==> config.mk <==
export PLATFORM = sky130hd
export DESIGN_NAME = tpss_queue
export DESIGN_NICKNAME = d
export VERILOG_FILES = /design/src/hdl/tpss_pkg.sv /design/src/hdl/tpss_queue.sv
export VERILOG_INCLUDE_DIRS = /design/src /design/src/hdl
export SDC_FILE = /design/constraint.sdc
export NUM_CORES = 1
export LEC_CHECK = 0
export ABC_CLOCK_PERIOD_IN_PS = 23100
export BUFFER_PORTS_ARGS = -buffer_cell sky130_fd_sc_hd__buf_2
export CORE_AREA = 2 2 332 334
export DETAILED_ROUTE_END_ITERATION = 6
export DIE_AREA = 0 0 334 336
export SYNTH_ARGS = -nofsm -noshare
export SYNTH_HDL_FRONTEND = slang
export SYNTH_SLANG_ARGS = --single-unit
==> constraint.sdc <==
create_clock -name clk -period 23.1 [get_ports clk]
set_input_delay 1.155 -clock clk [delete_from_list [all_inputs] [get_ports clk]]
set_output_delay 1.155 -clock clk [all_outputs]
set_load 0.05 [all_outputs]
==> src/hdl/assert_macros.svh <==
// Shared assertion macros for the slice block.
`ifndef ASSERT_MACROS_SVH
`define ASSERT_MACROS_SVH

// Check a property on every rising edge outside reset.
`define ASSERT_CLK(label, prop, msg) \
  label: assert property (@(posedge clk) disable iff (rst) (prop)) else $error(msg);

// Check a property on every rising edge, reset included.
`define ASSERT_ALWAYS(label, prop, msg) \
  label: assert property (@(posedge clk) (prop)) else $error(msg);

`endif

==> src/hdl/tpss_pkg.sv <==
`default_nettype none
package tpss_pkg;

  localparam int DIV_STEPS   = 33;
  localparam int BACK_LAT    = DIV_STEPS + 3;
  localparam int QUEUE_DEPTH = 2;
  localparam int QUEUE_AW    = $clog2(QUEUE_DEPTH);

  typedef logic signed [31:0] coord_t;
  typedef logic signed [32:0] diff_t;
  typedef logic [32:0]        mag_t;

  typedef struct packed {
    coord_t p0x;
    coord_t p0y;
    diff_t  dx;
    diff_t  dy;
    diff_t  num;
    diff_t  den;
  } edge_t;

  typedef struct packed {
    logic   ok;
    coord_t h;
    edge_t  first;
    edge_t  second;
  } item_t;

  localparam edge_t ZERO_EDGE = '{p0x: '0, p0y: '0, dx: '0, dy: '0, num: '0, den: 33'sd1};

  function automatic mag_t mag33(diff_t v);
    mag33 = v[32] ? mag_t'(-v) : mag_t'(v);
  endfunction

endpackage
`default_nettype wire

==> src/hdl/tpss_queue.sv <==
`default_nettype none
`include "assert_macros.svh"
module tpss_queue (
  input  wire logic            clk,
  input  wire logic            rst,
  input  wire logic            push,
  input  wire tpss_pkg::item_t wdata,
  output logic                 pop,
  output tpss_pkg::item_t      rdata,
  output logic                 full
);

  localparam int AW = tpss_pkg::QUEUE_AW;

  tpss_pkg::item_t mem [tpss_pkg::QUEUE_DEPTH];
  logic [AW-1:0]   wptr, rptr;
  logic [AW:0]     count;

  always_comb begin
    pop   = count != '0;
    full  = count == (AW+1)'(tpss_pkg::QUEUE_DEPTH);
    rdata = mem[rptr];
  end

  always_ff @(posedge clk) begin
    if (rst) begin
      wptr  <= '0;
      rptr  <= '0;
      count <= '0;
    end else begin
      if (push) begin
        wptr <= (wptr == AW'(tpss_pkg::QUEUE_DEPTH - 1)) ? '0 : wptr + 1'b1;
      end
      if (pop) begin
        rptr <= (rptr == AW'(tpss_pkg::QUEUE_DEPTH - 1)) ? '0 : rptr + 1'b1;
      end
      count <= count + (AW+1)'(push) - (AW+1)'(pop);
    end
    if (push) begin
      mem[wptr] <= wdata;
    end
  end

  `ASSERT_CLK(a_no_overflow, !(push && full), "request pushed into a full queue")
  `ASSERT_CLK(a_count_range, count <= (AW+1)'(tpss_pkg::QUEUE_DEPTH), "queue count out of range")

endmodule
`default_nettype wire

==> flow_metrics.py <==
metrics = {
    "status": {
        "status": "completed",
    },
    "clock_tree": {
        "cts_max_path_buffers": 3,
        "clock_insertion_delay_at_the_later_pin_of_the_skew_report_ns": 0.67,
        "holdBufCountCts": 0,
        "clkSlewWorstSetupHoldPaths_ns": 0.06,
        "number_of_cts_inserted_buffers": 90,
        "post-cts-setup-buffer-count": 0,
        "cts_tree": "yes",
        "ctsHtreeMaxLevel": 3,
        "cts_root_buffer": "clkbuf_16",
        "post_cts_resize_count": 0,
        "cts.sink_count": 855,
    },
    "timing": {
        "hold_violations": 0,
        "report.final.slew_viol_count": 0,
        "clock.fmax_ghz": 0.170,
        "rsz0062_at_grt": "false",
        "relative_slew_slack_pct": 27.4,
        "setup_total_negative_slack_ns": 0,
        "report.final.setup_viol": 0,
        "layout_min_cycle_time_ns": 5.87,
        "clock-skew-final_ns": 0.0309,
        "final.period_utilization_pct": 25.4,
        "worst_slew_pin_slew_ns": 1.09,
    },
    "yosys": {
        "fraction_of_synthesized_cell_area_in_xor_and_xnor_cells_pct": 0.0276,
        "synth_cell_type_count": 19,
        "synth_compound_area_share_pct": 0.0710,
        "postSynthCellCount": 1343,
        "synth.avg_cell_area_um2": 23.6,
        "synthesis.yosys.warnings": 0,
        "synth_top_family_by_area": "multiplexers",
        "mappedNetlistNets": 1772,
        "number_of_flip_flops_and_latches_in_the_synthesized_netlist": 855,
        "synth.yosys.seq_area_share_pct": 80.8,
        "multiplexer_share_of_the_synthesized_area_pct": 17.5,
        "mappedNetlistArea_um2": 31700,
        "yosys.area_share.adder_pct": 0.0395,
        "synth_simple_gate_area_share_pct": 0.201,
    },
    "finish": {
        "finish.net_count": 2687,
        "drive_gt1_share_pct": 58.9,
        "filler_cell_count": 10022,
        "multiInputGateArea_um2": 5650,
        "regArea_um2": 25600,
        "stdcell_count": 3751,
        "layout-area-overhead-vs-synth_pct": 27.2,
    },
    "floorplan": {
        "die_w_um": 334,
        "num_rows": 121,
        "die_extent_in_y_um": 336,
        "core_region_um2": 108000,
        "die_area_um2": 112000,
        "start_util_pct": 29.2,
        "ios": 855,
    },
    "critical_path": {
        "timing.critical_path.from_type": "register",
        "cp_data_arrival_time_ns": 4.72,
        "r2r-end": "mem[0][245]",
        "crit_end": "rdata[17]",
        "crit-reg2reg-launch": "wptr",
        "worst-path-buf-inv": 4,
        "critPathMostFrequentCell": "buf_4",
        "crit_path_top_delay_cell": "buf_4",
        "cp_top_family": "buffers and inverters",
        "timing.critical_path.fanout_max": 101,
        "timing_worst_setup_path_type": "register to output pin",
        "critical-path-max-stage-delay_ns": 0.92,
        "reg2reg_slack_ns": 18.93,
        "critical_path_depth": 5,
        "ff2ff_path_depth": 4,
        "timing.critical_path.cells": "buf_4 -> buf_4 -> buf_12 -> mux2_2 -> buf_2",
        "setup.worst_path.end_class": "output pin",
        "cp.required_ns": 21.95,
    },
    "power_and_ir_drop": {
        "power.density_cell_area_nw_per_um2": 93.5,
        "ir_drop_v": 0.0000752,
        "static-leakage-power_nw": 15.2,
    },
    "global_route": {
        "grt_pass1_wl_mm": 107,
        "grt_max_degree": 166,
        "antenna_violations_before_repair": 20,
        "overflow": 0,
        "grt_pass1_vias": 17147,
        "grtUsageTotal_pct": 12.6,
    },
    "routing": {
        "vias_per_instance": 4.27,
        "antenna_violating_nets_post_route": 0,
        "route.detailed.wl_per_inst_um": 20.0,
        "vias": 15999,
        "dr.first_iter.drc_count": 802,
        "drc": 0,
        "drt_pass1_iterations": 4,
        "route.final.wire_length_mm": 74.8,
    },
    "worst_hold_path": {
        "min-delay-path-class": "register to register",
    },
    "placed_design": {
        "gp_routability_congestion": 0.828,
        "port_buffers": 854,
        "dp_hpwl_mm": 52.8,
        "dp.cells": 3580,
    },
    "run": {
        "maxCapViolations": 0,
    },
}
-- worst register-to-register path: stages (launching register included) --
cell	delay [ns]
dfxtp_1	0.35
nor2b_4	0.63
buf_4	0.81
buf_4	0.88
buf_4	1.03
-- layout by cell type, fill, tap and decap left out, drive strengths merged --
cell type    n
or2          1
xnor2        1
nor3         3
bufinv       5
clkbuf     111
and2         1
nand3b       1
o21a         1
a21oi        1
dfxtp        5
edfxtp     850
clkinvlp     5
clkinv      32
nor2b        4
diode       12
buf        870
inv          6
mux2       425
ha           1
nor2         1
a21bo        1
-- synth_stat cells --
cell type,n,area (µm²)
buf_4,11,82.6
nor3_1,3,15.0
a21bo_2,1,10.0
mux2_1,50,563
edfxtp_1,850,25500
buf_6,28,315
nor2_1,1,3.75
o21a_1,1,7.51
and2_1,1,6.26
nor2b_1,4,25.0
xnor2_1,1,8.76
mux2_4,200,3000
or2_2,1,6.26
dfxtp_1,5,100
mux2_2,175,1970
ha_1,1,12.5
buf_2,8,40.0
a21oi_1,1,5.00
nand3b_1,1,7.51
-- power by group --
group	switching [mW]	internal (mW)	total, mW
clock	0.588	0.783	1.37
combinational	0.403	0.160	0.562
sequential	0.0231	1.81	1.84
-- cells by family after synthesis --
logic type,after synthesis
flip-flops,855
multiplexers,425
buffers and inverters,47
AND/OR/NAND/NOR,11
AO/OA/AOI/OAI,3
XOR/XNOR,1
adder cells (fa/ha/maj),1
-- state kept, by name, indices dropped and copies added (netlist names), named ones only --
register and flops:
rptr 1, count 2, mem 850, wptr 1
-- per-stage QoR --
step | area (µm²) | total power [mW] | hold WS [ns] | setup WS (ns) | utilization (%)
2_1_floorplan | 31700 | 2.34 | 0.496 | 2.44 | -
3_3_place_gp | 37500 | 2.43 | 0.534 | 17.97 | 34.6
3_5_place_dp | 37500 | 2.44 | 0.536 | 17.91 | 34.6
4_1_cts | 40300 | 3.83 | 0.551 | 17.17 | 37.2
5_1_grt | 40300 | 3.91 | 0.601 | 16.94 | 37.2
6_report | 40300 | 3.77 | 0.549 | 17.23 | 37.2
-- final cells by class --
type                       instances  area share [%]
sequential                       855            63.6
multi-input combinational        441            14.0
clock inverter                    48            1.12
antenna                           12          0.0745
clock buffer                     111            5.83
tap                             1414            4.39
timing repair buffer             870            11.0
-- metal layers --
metal	track usage (%)	vias up	share of wire, %
li1	-	7231	-
met1	13.5	7983	37
met2	23.0	629	53
met3	3.96	146	7.4
met4	5.06	10	3.1
met5	0	-	0.084
-- worst min-delay path by stage --
stage / endpoint / slack, ns / depth (start not counted) / startpoint
2_1_floorplan: wptr / 0.50 / 2 / wptr
3_3_place_gp: rptr / 0.53 / 2 / rptr
3_5_place_dp: register / 0.54 / 2 / rptr
4_1_cts: register / 0.55 / 2 / rptr
5_1_grt: register / 0.60 / 2 / rptr
6_report: register / 0.55 / 2 / rptr
Note: power is estimated with default switching activity, not from simulation.
