### src/hdl/assert_macros.svh
// Shared assertion macros for the slice block.
`ifndef ASSERT_MACROS_SVH
`define ASSERT_MACROS_SVH

// Check a property on every rising edge outside reset.
`define ASSERT_CLK(label, prop, msg) \
  label: assert property (@(posedge clk) disable iff (rst) (prop)) else $error(msg);

// Check a property on every rising edge, reset included.
`define ASSERT_ALWAYS(label, prop, msg) \
  label: assert property (@(posedge clk) (prop)) else $error(msg);

`endif

### src/hdl/tpss_pkg.sv
`default_nettype none
package tpss_pkg;

  localparam int DIV_STEPS   = 33;
  localparam int BACK_LAT    = DIV_STEPS + 3;
  localparam int QUEUE_DEPTH = 2;
  localparam int QUEUE_AW    = $clog2(QUEUE_DEPTH);

  typedef logic signed [31:0] coord_t;
  typedef logic signed [32:0] diff_t;
  typedef logic [32:0]        mag_t;

  typedef struct packed {
    coord_t p0x;
    coord_t p0y;
    diff_t  dx;
    diff_t  dy;
    diff_t  num;
    diff_t  den;
  } edge_t;

  typedef struct packed {
    logic   ok;
    coord_t h;
    edge_t  first;
    edge_t  second;
  } item_t;

  localparam edge_t ZERO_EDGE = '{p0x: '0, p0y: '0, dx: '0, dy: '0, num: '0, den: 33'sd1};

  function automatic mag_t mag33(diff_t v);
    mag33 = v[32] ? mag_t'(-v) : mag_t'(v);
  endfunction

endpackage
`default_nettype wire

### src/hdl/tpss_front.sv
`default_nettype none
`include "assert_macros.svh"
module tpss_front (
  input  wire logic            clk,
  input  wire logic            rst,
  input  wire logic            take,
  input  wire tpss_pkg::coord_t v0_x,
  input  wire tpss_pkg::coord_t v0_y,
  input  wire tpss_pkg::coord_t v0_z,
  input  wire tpss_pkg::coord_t v1_x,
  input  wire tpss_pkg::coord_t v1_y,
  input  wire tpss_pkg::coord_t v1_z,
  input  wire tpss_pkg::coord_t v2_x,
  input  wire tpss_pkg::coord_t v2_y,
  input  wire tpss_pkg::coord_t v2_z,
  input  wire tpss_pkg::coord_t plane_height,
  output logic                 push,
  output tpss_pkg::item_t      item
);

  tpss_pkg::edge_t  e0, e1, e2;
  tpss_pkg::coord_t h;
  logic             vld;

  // Edge i runs from vertex i to the next one.
  always_ff @(posedge clk) begin
    if (rst) begin
      vld <= 1'b0;
    end else begin
      vld <= take;
    end
    h <= plane_height;
    e0 <= '{p0x: v0_x, p0y: v0_y,
            dx: tpss_pkg::diff_t'(v1_x) - tpss_pkg::diff_t'(v0_x),
            dy: tpss_pkg::diff_t'(v1_y) - tpss_pkg::diff_t'(v0_y),
            num: tpss_pkg::diff_t'(plane_height) - tpss_pkg::diff_t'(v0_z),
            den: tpss_pkg::diff_t'(v1_z) - tpss_pkg::diff_t'(v0_z)};
    e1 <= '{p0x: v1_x, p0y: v1_y,
            dx: tpss_pkg::diff_t'(v2_x) - tpss_pkg::diff_t'(v1_x),
            dy: tpss_pkg::diff_t'(v2_y) - tpss_pkg::diff_t'(v1_y),
            num: tpss_pkg::diff_t'(plane_height) - tpss_pkg::diff_t'(v1_z),
            den: tpss_pkg::diff_t'(v2_z) - tpss_pkg::diff_t'(v1_z)};
    e2 <= '{p0x: v2_x, p0y: v2_y,
            dx: tpss_pkg::diff_t'(v0_x) - tpss_pkg::diff_t'(v2_x),
            dy: tpss_pkg::diff_t'(v0_y) - tpss_pkg::diff_t'(v2_y),
            num: tpss_pkg::diff_t'(plane_height) - tpss_pkg::diff_t'(v2_z),
            den: tpss_pkg::diff_t'(v0_z) - tpss_pkg::diff_t'(v2_z)};
  end

  tpss_pkg::mag_t  s0, s1, s2, span_a;
  logic [1:0]      a;
  tpss_pkg::edge_t la, lb, lc, oth;
  logic            ok, down, cbelow, cat;

  always_comb begin
    s0 = tpss_pkg::mag33(e0.den);
    s1 = tpss_pkg::mag33(e1.den);
    s2 = tpss_pkg::mag33(e2.den);
    // ties go to the later edge
    a = 2'd0;
    span_a = s0;
    if (s1 >= span_a) begin
      a = 2'd1;
      span_a = s1;
    end
    if (s2 >= span_a) begin
      a = 2'd2;
      span_a = s2;
    end
    case (a)
      2'd0: begin
        la = e0; lb = e1; lc = e2;
      end
      2'd1: begin
        la = e1; lb = e2; lc = e0;
      end
      default: begin
        la = e2; lb = e0; lc = e1;
      end
    endcase
    ok = (span_a != '0) &&
         ((la.num <= 0 && lb.num >= 0) || (la.num >= 0 && lb.num <= 0));
    down   = la.den[32];
    cbelow = lc.num > 0;
    cat    = lc.num == '0;
    if (cat) begin
      oth = '{p0x: lc.p0x, p0y: lc.p0y, dx: '0, dy: '0, num: '0, den: 33'sd1};
    end else if (down ^ cbelow) begin
      oth = lb;
    end else begin
      oth = lc;
    end
    push = vld;
    if (ok) begin
      item.ok     = 1'b1;
      item.h      = h;
      item.first  = down ? la : oth;
      item.second = down ? oth : la;
    end else begin
      item.ok     = 1'b0;
      item.h      = '0;
      item.first  = tpss_pkg::ZERO_EDGE;
      item.second = tpss_pkg::ZERO_EDGE;
    end
  end

  `ASSERT_CLK(a_den_nonzero, (push && item.ok) |-> (item.first.den != '0 && item.second.den != '0),
    "cut edge with zero z span")

endmodule
`default_nettype wire

### config.mk
export PLATFORM = sky130hd
export DESIGN_NAME = tpss_front
export DESIGN_NICKNAME = d
export VERILOG_FILES = /design/src/hdl/tpss_pkg.sv /design/src/hdl/tpss_front.sv
export VERILOG_INCLUDE_DIRS = /design/src /design/src/hdl
export SDC_FILE = /design/constraint.sdc
export NUM_CORES = 2
export LEC_CHECK = 0
export ABC_AREA = 1
export BUFFER_PORTS_ARGS = -buffer_cell sky130_fd_sc_hd__buf_2
export CORE_ASPECT_RATIO = 1.1
export CORE_MARGIN = 2
export CORE_UTILIZATION = 60
export DETAILED_ROUTE_END_ITERATION = 10
export GPL_TIMING_DRIVEN = 1
export PLACE_DENSITY = 0.84
export SLEW_MARGIN = 20
export SYNTH_ARGS = -nofsm -noshare
export SYNTH_HDL_FRONTEND = slang
export SYNTH_SLANG_ARGS = --single-unit
### constraint.sdc
create_clock -name clk -period 10.1 [get_ports clk]
set_clock_uncertainty 0.2 [all_clocks]
set_input_delay 1.01 -clock clk [delete_from_list [all_inputs] [get_ports clk]]
set_output_delay 1.01 -clock clk [all_outputs]
set_load 0.01 [all_outputs]
==> results.json <==
{
  "status": "finished, final reports clean",
  "via_per_inst": 6.22,
  "postRouteAntennaNets": 0,
  "setup_viol": 0,
  "clock-root-buffer": "clkbuf_16",
  "cts_tree": "yes",
  "synthDistinctLibCells": 47,
  "hp-class": "in2reg",
  "worst_pin_slew_ns": 1.35,
  "core_area_um2": 89200,
  "slew_violations": 0,
  "num_rows": 115,
  "slew_headroom_pct": 10.3,
  "clock-sinks": 621,
  "final_cells": 10500,
  "placement.cell_area_um2": 58200,
  "required_ns": 8.89,
  "ctsLongestPathBuffers": 3,
  "ctsHoldBuffers": 0,
  "cts.clk_slew.worst_paths_ns": 0.06,
  "criticalPathCategory": "reg2out",
  "synth-edff-count": 0,
  "syn_inst": 8655,
  "route.detailed.drc": 0,
  "nets": 10000,
  "grt_pass1_wl_um": 335000,
  "vias": 65200,
  "cp_max_fo": 21,
  "die-area_um2": 92200,
  "design_area_um2": 62900,
  "dr.pass1.iters": 8,
  "slowest_delay_ns": 0.36,
  "grt_pass1_vias": 57800,
  "grt_usage_pct": 46.6,
  "place_ws_ns": 0.0749,
  "fin_crit_ns": 9.98,
  "dieHeight_um": 318,
  "arrival_ns": 8.77,
  "start_util_pct": 60.4,
  "port_buffers": 748,
  "synth_flop_cell": "dfxtp_1",
  "ys_seq_area_share_pct": 23.1,
  "cts_made_buffers": 71,
  "dp.cells": 10200,
  "synth_seq_cells": 621,
  "async_flop_share_pct": 0,
  "cts_max_level": 3,
  "netlist_area_um2": 53900,
  "routabilityCongestion": 1.08,
  "drt_wl_total_um": 238000,
  "fp.dieW_um": 290,
  "hold_violations": 0,
  "slowest_stage": "dfxtp_4",
  "avgSynthCellArea_um2": 6.23,
  "drt_iter0_drc": 9380,
  "area_growth_pct": 16.8,
  "antenna_found_initial": 18,
  "period_share_pct": 98.8,
  "syn_nets": 9442,
  "fin_setup_tns_ns": 0,
  "setup_ws_ns": 0.121,
  "cp-start-kind": "flop",
  "maxCapViolations": 0,
  "end_kind": "primary output",
  "yosysWarnings": 0,
  "fmax_mhz": 100,
  "nFillCells": 7870,
  "overflow": 0,
  "dp_hpwl_um": 167000,
  "path_common_cell": "nand2_1",
  "drive_gt1_share_pct": 12.9,
  "ioPinCount": 749,
  "grt_start_max_net_pins": 206,
  "wl_per_cell_um": 22.7
}
## cell families (layout without fill, tap and decap cells)
| family | Yosys count | count (layout) | synth area share, % |
|---|---|---|---|
| DFF | 621 | 621 | 23.1 |
| and+or+nand+nor | 3695 | 3700 | 27.6 |
| other | 0 | 15 | 0 |
| buffers and inverters | 1661 | 2296 | 12.0 |
| adders and majority gates | 464 | 464 | 10.9 |
| AOI/OAI and AO/OA | 1760 | 1760 | 19.1 |
| xor gates and xnor gates | 454 | 454 | 7.38 |
## final cells by class
cell class / count / area [µm²] / share of cell area [%]
sequential: 621 / 12400 / 19.8
inverter: 1259 / 4770 / 7.58
tap: 1170 / 1460 / 2.33
antenna: 15 / 37.5 / 0.0596
timing repair buffer: 913 / 6220 / 9.88
timing repair inverter: 1 / 20.0 / 0.0318
clock buffer: 98 / 2000 / 3.17
multi-input combinational: 6378 / 35700 / 56.7
clock inverter: 25 / 295 / 0.469
## cell usage after synthesis, types with 3 or more instances
| library cell | number | share of area [%] |
|---|---|---|
| a21o_1 | 10 | 0.14 |
| a21oi_1 | 807 | 7.5 |
| nand3_1 | 337 | 3.1 |
| o21ai_0 | 233 | 2.2 |
| buf_2 | 121 | 1.1 |
| nor2_2 | 3 | 0.035 |
| dfxtp_1 | 621 | 23 |
| o21a_1 | 28 | 0.39 |
| nand3b_1 | 19 | 0.26 |
| inv_2 | 9 | 0.063 |
| nand4_1 | 106 | 1.2 |
| xor2_1 | 316 | 5.1 |
| buf_1 | 32 | 0.22 |
| o211ai_1 | 25 | 0.35 |
| buf_4 | 13 | 0.18 |
| a31oi_1 | 91 | 1.1 |
| fa_1 | 12 | 0.45 |
| o31ai_1 | 6 | 0.084 |
| nor4_1 | 20 | 0.23 |
| nor3_1 | 38 | 0.35 |
| or2_2 | 13 | 0.15 |
| o221ai_1 | 104 | 1.7 |
| nand2_2 | 6 | 0.070 |
| nand2_1 | 2363 | 16 |
| o22ai_1 | 345 | 4.0 |
| inv_1 | 1250 | 8.7 |
| o21bai_1 | 8 | 0.11 |
| nor2_1 | 778 | 5.4 |
| a221oi_1 | 41 | 0.67 |
| xnor2_1 | 138 | 2.2 |
| a211oi_1 | 9 | 0.13 |
| ha_1 | 452 | 10 |
| a21boi_0 | 48 | 0.67 |
| clkbuf_1 | 233 | 1.6 |
## cell usage in the layout, fill, tap and decap left out, types with 215 or more instances in the layout
cell | Yosys | routed
a21oi_1 | 807 | 803
buf_2 | 121 | 745
dfxtp_1 | 621 | 615
ha_1 | 452 | 447
inv_1 | 1250 | 1237
nand2_1 | 2363 | 2329
nand3_1 | 337 | 326
nor2_1 | 778 | 737
o21ai_0 | 233 | 215
o22ai_1 | 345 | 345
xor2_1 | 316 | 312
## routing by layer
layer | share of wire (%) | vias up | GRT usage [%]
li1 | - | 29500 | -
met1 | 35 | 29400 | 57.6
met5 | 0.011 | - | 0
met4 | 9.1 | 4 | 32.4
met2 | 41 | 5011 | 69.7
met3 | 14 | 1304 | 12.9
## metrics by stage
step                hold WS (ns)  util, %
floorplan                  0.838        -
global placement           0.942     65.2
detailed placement         0.943     65.2
CTS                        0.272     68.2
global route               0.281     70.5
finish                     0.280     70.6
## sequential cells by signal, summed over array words and instances, names as in the netlist
| signal | flops |
|---|---|
| e0 | 196 |
| e1 | 196 |
| e2 | 196 |
| h | 32 |
| push | 1 |
## critical path: cells and delay by family (launching register included)
kind                       cells  cell delay (ns)
and+or+nand+nor               31             4.63
buffers and inverters         14             1.89
adders and majority gates      3             0.59
AOI/OAI and AO/OA              3             0.44
DFF                            1             0.36
xor gates and xnor gates       1             0.14
## final timing paths
path / start / cells after the start / to
min: v1_y[0] / 1 / e1[132]$_DFF_P_
max: e0[0]$_DFF_P_ / 52 / item[15]
## repair_timing
item	in CTS	in global routing
pin swaps	2	54
endpoints found under the setup margin	424	425
resized for setup	30	232
cloned	6	39
buffers inserted	10	52
Power is not shown: default switching activity piles up to over one toggle a cycle in this logic, so the estimate is an artifact.
